$ cat config.mk
export PLATFORM = sky130hd
export DESIGN_NAME = rgb_to_hsv_pixel
export DESIGN_NICKNAME = d
export VERILOG_FILES = /design/src/rthsv_pkg.sv /design/src/rthsv_prep.sv /design/src/rthsv_cell.sv /design/src/rthsv_finish.sv /design/src/rgb_to_hsv_pixel.sv
export SDC_FILE = /design/constraint.sdc
export NUM_CORES = 2
export LEC_CHECK = 0
export ABC_AREA = 1
export BUFFER_PORTS_ARGS = -buffer_cell sky130_fd_sc_hd__buf_2
export CORE_ASPECT_RATIO = 0.5
export CORE_MARGIN = 1.5
export CORE_UTILIZATION = 52
export CTS_CLUSTER_SIZE = 40
export DETAILED_ROUTE_END_ITERATION = 12
export GPL_TIMING_DRIVEN = 0
export PLACE_DENSITY = 0.79
export RECOVER_POWER = 50
export SLEW_MARGIN = 20
export SYNTH_ARGS = -nofsm -noshare
export SYNTH_HDL_FRONTEND = slang
export SYNTH_HIERARCHICAL = 1
export SYNTH_SLANG_ARGS = --single-unit
$ cat constraint.sdc
create_clock -name clk_i -period 5.09 [get_ports clk_i]
set_input_delay 0.509 -clock clk_i [delete_from_list [all_inputs] [get_ports clk_i]]
set_output_delay 0.509 -clock clk_i [all_outputs]
set_load 0.005 [all_outputs]
$ cat src/rthsv_pkg.sv
`timescale 1ns / 1ps

package rthsv_pkg;

  // Hue scale: one full turn in 1/64-degree units, and one sixth of it.
  localparam logic [14:0] HueFull  = 15'd23040;
  localparam logic [14:0] HueSixth = 15'd3840;
  localparam logic [14:0] HueRed   = 15'd23040;
  localparam logic [14:0] HueGreen = 15'd7680;
  localparam logic [14:0] HueBlue  = 15'd15360;

  localparam int unsigned NumCells = 16;

  // Data that travels alongside both dividers down the chain of cells.
  typedef struct packed {
    logic        hue_neg;
    logic [14:0] hue_off;
    logic        grey;
    logic        black;
    logic [15:0] diff;
    logic [15:0] brightness;
    logic [15:0] alpha;
  } side_t;

  // One restoring division step. The upper half holds the partial remainder,
  // the lower half the numerator bits still to come, with quotient bits
  // shifted in from the right.
  function automatic logic [31:0] div_step(input logic [31:0] acc, input logic [15:0] d);
    logic [16:0] t;
    logic [16:0] r;
    logic [31:0] res;
    t = acc[31:15];
    r = t - {1'b0, d};
    if (t >= {1'b0, d}) begin
      res = {r[15:0], acc[14:0], 1'b1};
    end else begin
      res = {t[15:0], acc[14:0], 1'b0};
    end
    return res;
  endfunction

endpackage

$ cat src/rthsv_prep.sv
`timescale 1ns / 1ps

module rthsv_prep (
  input  logic                 clk_i,
  input  logic                 rst_ni,
  input  logic                 valid_i,
  input  logic [15:0]          red_i,
  input  logic [15:0]          green_i,
  input  logic [15:0]          blue_i,
  input  logic [15:0]          alpha_i,
  output logic                 valid_o,
  output rthsv_pkg::side_t     side_o,
  output logic [31:0]          sat_acc_o,
  output logic [31:0]          hue_acc_o
);

  logic [15:0] mx, mn, diff, p, m, absn;
  logic [14:0] offset;
  logic        neg;
  logic [31:0] a32, hue_num, sat_num;
  logic                 valid_q;
  rthsv_pkg::side_t     side_q, side_d;
  logic [31:0]          sat_acc_q, hue_acc_q;

  always_comb begin
    mx = red_i;
    if (green_i > mx) mx = green_i;
    if (blue_i > mx) mx = blue_i;
    mn = red_i;
    if (green_i < mn) mn = green_i;
    if (blue_i < mn) mn = blue_i;
    diff = mx - mn;

    // Ties for the maximum go to red first, then green.
    if (mx == red_i) begin
      p = green_i; m = blue_i; offset = rthsv_pkg::HueRed;
    end else if (mx == green_i) begin
      p = blue_i; m = red_i; offset = rthsv_pkg::HueGreen;
    end else begin
      p = red_i; m = green_i; offset = rthsv_pkg::HueBlue;
    end
    neg  = (p < m);
    absn = neg ? (m - p) : (p - m);

    // 3840 * |num| + diff/2, and diff * 65535 + max/2; both fit in 32 bits.
    a32     = {16'd0, absn};
    hue_num = (a32 << 12) - (a32 << 8) + {17'd0, diff[15:1]};
    sat_num = {diff, 16'd0} - {16'd0, diff} + {17'd0, mx[15:1]};

    side_d.hue_neg    = neg;
    side_d.hue_off    = offset;
    side_d.grey       = (diff == 16'd0);
    side_d.black      = (mx == 16'd0);
    side_d.diff       = diff;
    side_d.brightness = mx;
    side_d.alpha      = alpha_i;
  end

  always_ff @(posedge clk_i or negedge rst_ni) begin
    if (!rst_ni) begin
      valid_q <= 1'b0;
    end else begin
      valid_q <= valid_i;
    end
  end

  always_ff @(posedge clk_i) begin
    side_q    <= side_d;
    sat_acc_q <= sat_num;
    hue_acc_q <= hue_num;
  end

  assign valid_o   = valid_q;
  assign side_o    = side_q;
  assign sat_acc_o = sat_acc_q;
  assign hue_acc_o = hue_acc_q;

endmodule

$ cat src/rthsv_cell.sv
`timescale 1ns / 1ps

module rthsv_cell (
  input  logic                 clk_i,
  input  logic                 rst_ni,
  input  logic                 valid_i,
  input  rthsv_pkg::side_t     side_i,
  input  logic [31:0]          sat_acc_i,
  input  logic [31:0]          hue_acc_i,
  output logic                 valid_o,
  output rthsv_pkg::side_t     side_o,
  output logic [31:0]          sat_acc_o,
  output logic [31:0]          hue_acc_o
);

  logic                 valid_q;
  rthsv_pkg::side_t     side_q;
  logic [31:0]          sat_acc_q, sat_acc_d, hue_acc_q, hue_acc_d;

  // Saturation divides by the maximum, hue by the spread of the channels.
  assign sat_acc_d = rthsv_pkg::div_step(sat_acc_i, side_i.brightness);
  assign hue_acc_d = rthsv_pkg::div_step(hue_acc_i, side_i.diff);

  always_ff @(posedge clk_i or negedge rst_ni) begin
    if (!rst_ni) begin
      valid_q <= 1'b0;
    end else begin
      valid_q <= valid_i;
    end
  end

  always_ff @(posedge clk_i) begin
    side_q    <= side_i;
    sat_acc_q <= sat_acc_d;
    hue_acc_q <= hue_acc_d;
  end

  assign valid_o   = valid_q;
  assign side_o    = side_q;
  assign sat_acc_o = sat_acc_q;
  assign hue_acc_o = hue_acc_q;

endmodule

$ cat src/rthsv_finish.sv
`timescale 1ns / 1ps

module rthsv_finish (
  input  logic                 clk_i,
  input  logic                 rst_ni,
  input  logic                 valid_i,
  input  rthsv_pkg::side_t     side_i,
  input  logic [15:0]          sat_quot_i,
  input  logic [15:0]          hue_quot_i,
  output logic                 valid_o,
  output logic [14:0]          hue_o,
  output logic [15:0]          saturation_o,
  output logic [15:0]          brightness_o,
  output logic [15:0]          alpha_out_o
);

  logic [14:0] q, total, hue_d, hue_q;
  logic [15:0] sat_d, sat_q, bright_q, alpha_q;
  logic        valid_q;

  always_comb begin
    // The hue quotient never exceeds one sixth of a turn, so 12 bits suffice.
    q = {3'd0, hue_quot_i[11:0]};
    if (side_i.hue_neg) begin
      total = side_i.hue_off - q;
    end else begin
      total = side_i.hue_off + q;
    end
    if (total >= rthsv_pkg::HueFull) begin
      total = total - rthsv_pkg::HueFull;
    end
    hue_d = side_i.grey ? 15'd0 : total;
    sat_d = side_i.black ? 16'd0 : sat_quot_i;
  end

  always_ff @(posedge clk_i or negedge rst_ni) begin
    if (!rst_ni) begin
      valid_q <= 1'b0;
    end else begin
      valid_q <= valid_i;
    end
  end

  always_ff @(posedge clk_i) begin
    hue_q    <= hue_d;
    sat_q    <= sat_d;
    bright_q <= side_i.brightness;
    alpha_q  <= side_i.alpha;
  end

  assign valid_o      = valid_q;
  assign hue_o        = hue_q;
  assign saturation_o = sat_q;
  assign brightness_o = bright_q;
  assign alpha_out_o  = alpha_q;

endmodule

$ cat src/rgb_to_hsv_pixel.sv
`timescale 1ns / 1ps

// RGB to HSV converter for one pixel per clock. A request is taken at every
// rising edge with start_i high; busy_o is always low, since the pipeline never
// stalls. Each result appears on the output ports for exactly one cycle with
// valid_o high, and results leave in request order. The pipeline holds one
// input stage, a chain of 16 cells that each produce one quotient bit of both
// the saturation and the hue divisions, and one output stage.
// There is no flow control on the result side, so the receiver must take every
// result in the cycle that it is shown.
module rgb_to_hsv_pixel (
  input  logic        clk_i,
  input  logic        rst_ni,
  input  logic        start_i,
  output logic        busy_o,
  input  logic [15:0] red_i,
  input  logic [15:0] green_i,
  input  logic [15:0] blue_i,
  input  logic [15:0] alpha_i,
  output logic        valid_o,
  output logic [14:0] hue_o,
  output logic [15:0] saturation_o,
  output logic [15:0] brightness_o,
  output logic [15:0] alpha_out_o
);

  localparam int unsigned N = rthsv_pkg::NumCells;

  logic                 valid_c [N+1];
  rthsv_pkg::side_t     side_c  [N+1];
  logic [31:0]          sat_c   [N+1];
  logic [31:0]          hue_c   [N+1];

  assign busy_o = 1'b0;

  rthsv_prep u_prep (
    .clk_i     (clk_i),
    .rst_ni    (rst_ni),
    .valid_i   (start_i),
    .red_i     (red_i),
    .green_i   (green_i),
    .blue_i    (blue_i),
    .alpha_i   (alpha_i),
    .valid_o   (valid_c[0]),
    .side_o    (side_c[0]),
    .sat_acc_o (sat_c[0]),
    .hue_acc_o (hue_c[0])
  );

  for (genvar i = 0; i < N; i++) begin : g_cell
    rthsv_cell u_cell (
      .clk_i     (clk_i),
      .rst_ni    (rst_ni),
      .valid_i   (valid_c[i]),
      .side_i    (side_c[i]),
      .sat_acc_i (sat_c[i]),
      .hue_acc_i (hue_c[i]),
      .valid_o   (valid_c[i+1]),
      .side_o    (side_c[i+1]),
      .sat_acc_o (sat_c[i+1]),
      .hue_acc_o (hue_c[i+1])
    );
  end

  rthsv_finish u_finish (
    .clk_i        (clk_i),
    .rst_ni       (rst_ni),
    .valid_i      (valid_c[N]),
    .side_i       (side_c[N]),
    .sat_quot_i   (sat_c[N][15:0]),
    .hue_quot_i   (hue_c[N][15:0]),
    .valid_o      (valid_o),
    .hue_o        (hue_o),
    .saturation_o (saturation_o),
    .brightness_o (brightness_o),
    .alpha_out_o  (alpha_out_o)
  );

endmodule

* Word-level counts from Yosys, hierarchy flattened
Cells that the tools add are included.
** Storage, ports and cells
- Bits in registers :: 2239
- Output and inout port bits :: 65
** Operators by class
- Add/sub/neg operators :: 40
- Order comparisons :: 38
- Equality and inequality tests :: 2
- Mux-type cells :: 44
- Reductions and logical operators :: 2
** Operator list (count)
- 2-to-1 mux 32 bit :: 30
- greater-or-equal comparator 17 x 16 -> 1 bit :: 32
- subtractor 16 bit :: 33
- 2-to-1 mux 16 bit :: 9
- adder 32 x 15 -> 32 bit :: 2
- less-than comparator 16 bit :: 3
- equality test 16 bit :: 2
- greater-than comparator 16 bit :: 2
- logical NOT 16 bit :: 2
- subtractor 32 x 16 -> 32 bit :: 1
- 2-to-1 mux 15 bit :: 2
- subtractor 28 x 24 -> 29 bit :: 1
- adder 15 x 12 -> 15 bit :: 1
- greater-or-equal comparator 15 bit, second input constant :: 1
- subtractor 15 x 12 -> 15 bit :: 1
- subtractor 15 bit, second input constant :: 1
- 2-to-1 mux 14 bit :: 1
- 2-to-1 mux 1 bit :: 2

* Logic depth before layout (Yosys ltp)
- Word-level depth :: 11
- Gate-level depth with buffers :: 71

* Cells and area by module
Netlist, hierarchy kept.
** Modules (own cells, without submodules)
- rthsv_cell at g_cell[12].u_cell ... :: instances 10, cells each 694, area each 5407.7 um^2, sequential area each 2627.5 um^2
- rthsv_cell at g_cell[0].u_cell ... :: instances 5, cells each 678, area each 5358.9 um^2, sequential area each 2627.5 um^2
- rthsv_prep :: instances 1, cells each 1698, area each 11131.9 um^2, sequential area each 2207.1 um^2
- rthsv_cell at g_cell[4].u_cell :: instances 1, cells each 679, area each 5347.6 um^2, sequential area each 2627.5 um^2
- rthsv_finish :: instances 1, cells each 380, area each 2901.5 um^2, sequential area each 1286.2 um^2
- rgb_to_hsv_pixel :: instances 1, cells each 2, area each 11.3 um^2, sequential area each 0.0 um^2

* Worst setup path before layout
OpenSTA, ideal clock, no wires.
- Path kind :: input to register
- From :: input port red_i[11]
- To :: register u_prep.hue_acc_q[23] (netlist: u_prep/hue_acc_o[23])
- Setup time :: 114 ps
- Arrival time :: 8113 ps
- Data required time :: 4976 ps
- Slack :: -3137 ps
- Cell stages on the path :: 59
- Path buffers :: 3
- Path through :: inv_1 ha_1 a21oi_1 nand2_1 a21oi_1 nand2_2 nand2_1 buf_2 nand2_1 o21ai_0 inv_1 ha_1 a21oi_1 nand3b_1 a21oi_1 nor3_1 nand3_1 nand2_1 [... 23 more ...] ha_1 inv_1 nor3_1 xnor2_1 inv_1 ha_1 inv_1 o31ai_1 a21oi_1 o21ai_0 nand3_1 nor2_2 nand3_2 inv_2 nand2_1 nor2_2 xor2_1 inv_1
** On the way
- Word-level cells in the longest chain between the ends :: 11
- Elaborated cells between the ends (all ways) :: 21
** Ends and longest elaborated chain
- start: declaration :: RTL line rgb_to_hsv_pixel.sv:16 : input logic [15:0] red_i,
- greater-than comparator 16 bit :: RTL line rthsv_prep.sv:27 : if (green_i > mx) mx = green_i;
- 2-to-1 mux 16 bit * :: RTL line rthsv_prep.sv:27
- greater-than comparator 16 bit :: RTL line rthsv_prep.sv:28 : if (blue_i > mx) mx = blue_i;
- 2-to-1 mux 16 bit * :: RTL line rthsv_prep.sv:28
- via u_prep.mx[2] :: RTL line rthsv_prep.sv:17 : logic [15:0] mx, mn, diff, p, m, absn;
- equality test 16 bit :: RTL line rthsv_prep.sv:37 : end else if (mx == green_i) begin
- 2-to-1 mux 16 bit :: RTL line rthsv_prep.sv:37
- 2-to-1 mux 16 bit :: RTL line rthsv_prep.sv:35 : if (mx == red_i) begin
- subtractor 16 bit or less-than comparator 16 bit (tied branches) :: RTL line rthsv_prep.sv:43, rthsv_prep.sv:42
- 2-to-1 mux 16 bit :: RTL line rthsv_prep.sv:43 : absn = neg ? (m - p) : (p - m);
- subtractor 28 x 24 -> 29 bit :: RTL line rthsv_prep.sv:47 : hue_num = (a32 << 12) - (a32 << 8) + {17'd0, diff[15:1]};
- adder 32 x 15 -> 32 bit * :: RTL line rthsv_prep.sv:47
- via u_prep.hue_num[23] :: RTL line rthsv_prep.sv:20 : logic [31:0] a32, hue_num, sat_num;
- end signal: assignment :: RTL line rthsv_prep.sv:70 : hue_acc_q <= hue_num;
- end: declaration :: RTL line rthsv_prep.sv:23 : logic [31:0] sat_acc_q, hue_acc_q;
The timed path passes the listed nets; every way through them passes the cells marked *.
A chain may end at the register's enable or synchronous reset.

* Worst setup path in the final report
- From :: input port red_i[12]
- To :: register u_prep.hue_acc_q[27] (netlist: u_prep/hue_acc_o[27])
The elaborated chain is that of the path after synthesis.

==> flow_metrics.tcl <==
set metrics [dict create \
    violations "setup timing" \
    die_h_microns 308 \
    netlist_area_sq_mm 0.0966 \
    antenna_found_initial 25 \
    track_usage 0.258 \
    slew_headroom 0.437 \
    fp.dieW_microns 613 \
    grt_pass1_wl_mm 389 \
    hpwl_mm 190 \
    maxCapViolCount 0 \
    hold_path_class "primary input to asynchronous set/reset pin" \
    worstSetupStartpointType "primary input" \
    fmax_mhz 120 \
    wl_per_cell_microns 16.0 \
    nFillCells 15673 \
    post_drt_via_cell_ratio 4.96 \
    final_cells 15896 \
    rows 111 \
    period_needed_ps 8340 \
    htree_levels 4 \
    outcome "finished with violations" \
    critPathMaxStageDelay_ps 300 \
    clk_pin_slew_ps 70 \
    maxSlewViolCount 0 \
    finalCritPeriodShare 1.64 \
    drc 0 \
    hold_viol 0 \
    mostFrequentLayoutCells "nand2_1 (4051), inv_1 (2245), dfxtp_1 (2146)" \
    final.setup.tns_ps -148590 \
    reg2reg_from "g_cell[15].u_cell/hue_acc_o[2]$_DFF_P_" \
    syn_inst 12632 \
    seq_area_sq_mm 0.0434 \
    clock_latency_ps 820 \
    rsz0062_at_grt "true" \
    avgSynthCellArea_sq_um 7.65 \
    grt_overflow 0 \
    ios 132 \
    cts_buffers 187 \
    drive_gt1_frac 0.134 \
    reg2reg_slack_ps 1230 \
    multiInputGateArea_sq_mm 0.0459 \
    drt-pass1-iter-count 6 \
    worstMarginPinSlew_ps 844 \
    vias 78809 \
    drtIter0Drc 5488 \
    worst_setup_path_end_kind "flop" \
    r2r_end "u_finish/hue_o[11]$_SDFF_PP0_" \
    worst_slack_ps -3250 \
    cp_slowest_cell "ha_4" \
    yosys_warnings 6 \
    skew_ps 65.1 \
    place_inst 15257 \
    area.growth.synth_to_final_pct 16.7 \
    critical_path_class "primary input to flop" \
    core_area_sq_mm 0.184 \
    initial_utilization 0.525 \
    place_congestion 0.981 \
    final_common_cell "nand2_1" \
    final-setup-viol-count 72 \
    grt_max_degree 19 \
    die-area_sq_mm 0.189 \
    r2r_cells 19 \
    nNetsFinal 14010 \
    cts_buffer_depth 4 \
    wl_mm 254 \
    detail-route-antenna-nets 0 \
    cp.required_ps 5800 \
    root_buffer "clkbuf_16" \
    cts_num_sinks 2164 \
    arrival_ps 9050 \
    grt_pass1_vias 75284 \
    portBuffers 130 \
    tritoncts "yes" \
    cp_max_fo 6 \
]
stage by stage:
step	setup slack (ps)	cell area, sq um	utilization	hold slack (ps)
after floorplan	-2450	97100	-	213
after global placement	-4800	101000	0.549	310
after detailed placement	-4860	101000	0.549	312
after CTS	-2620	111000	0.606	159
after global routing	-3450	113000	0.613	206
final	-3250	113000	0.613	207
worst max path at each step:
stage	from	end	depth (start not counted)
floorplan	red_i[10]	u_prep/hue_acc_o[23]$_DFF_P_	56
global placement	red_i[7]	u_prep/hue_acc_o[27]$_DFF_P_	63
detailed placement	red_i[7]	u_prep/hue_acc_o[27]$_DFF_P_	62
CTS	red_i[10]	u_prep/hue_acc_o[23]$_DFF_P_	62
global route	red_i[9]	u_prep/hue_acc_o[27]$_DFF_P_	60
finish	red_i[12]	u_prep/hue_acc_o[27]$_DFF_P_	58
final cells by class:
class,instances,area share
timing repair buffer,424,0.0308
inverter,2365,0.0798
multi-input combinational,7948,0.407
antenna,16,0.000355
buffer,163,0.0130
clock buffer,241,0.0463
clock inverter,89,0.00983
tap,2486,0.0276
sequential,2164,0.385
critical path: cells and delay by family:
family	cells	cell delay, ps
simple gates	23	3110
compound gates	15	2570
buf+inv	15	1770
fa+ha+maj	4	910
xor+xnor	1	160
what timing repair did:
action / CTS / global route
setup buffers: 224 / 50
hold buffers: 18 / 0
endpoints found under the setup margin: 64 / 72
pin swaps: 151 / 130
gates cloned: 10 / 1
hold endpoints to repair: 35 / 0
resized for setup: 494 / 210
sequential cells by signal (all words and copies together), names as in the netlist:
register                 cells
g_cell.u_cell/side_o      1040
g_cell.u_cell/sat_acc_o    496
g_cell.u_cell/hue_acc_o    438
u_prep/side_o               47
u_prep/sat_acc_o            32
u_prep/hue_acc_o            30
g_cell.u_cell/valid_o       16
u_finish/alpha_out_o        16
u_finish/brightness_o       16
u_finish/saturation_o       16
u_finish/hue_o              15
u_finish/valid_o             1
u_prep/valid_o               1
routing by layer:
layer | up-vias | track usage | part of all wire
li1 | 39992 | - | -
met1 | 35612 | 0.314 | 0.42
met2 | 2419 | 0.447 | 0.47
met3 | 780 | 0.0375 | 0.056
met4 | 6 | 0.129 | 0.055
met5 | - | 0 | 0.00015
Power is not shown: default switching activity piles up to over one toggle a cycle in this logic, so the estimate is an artifact.
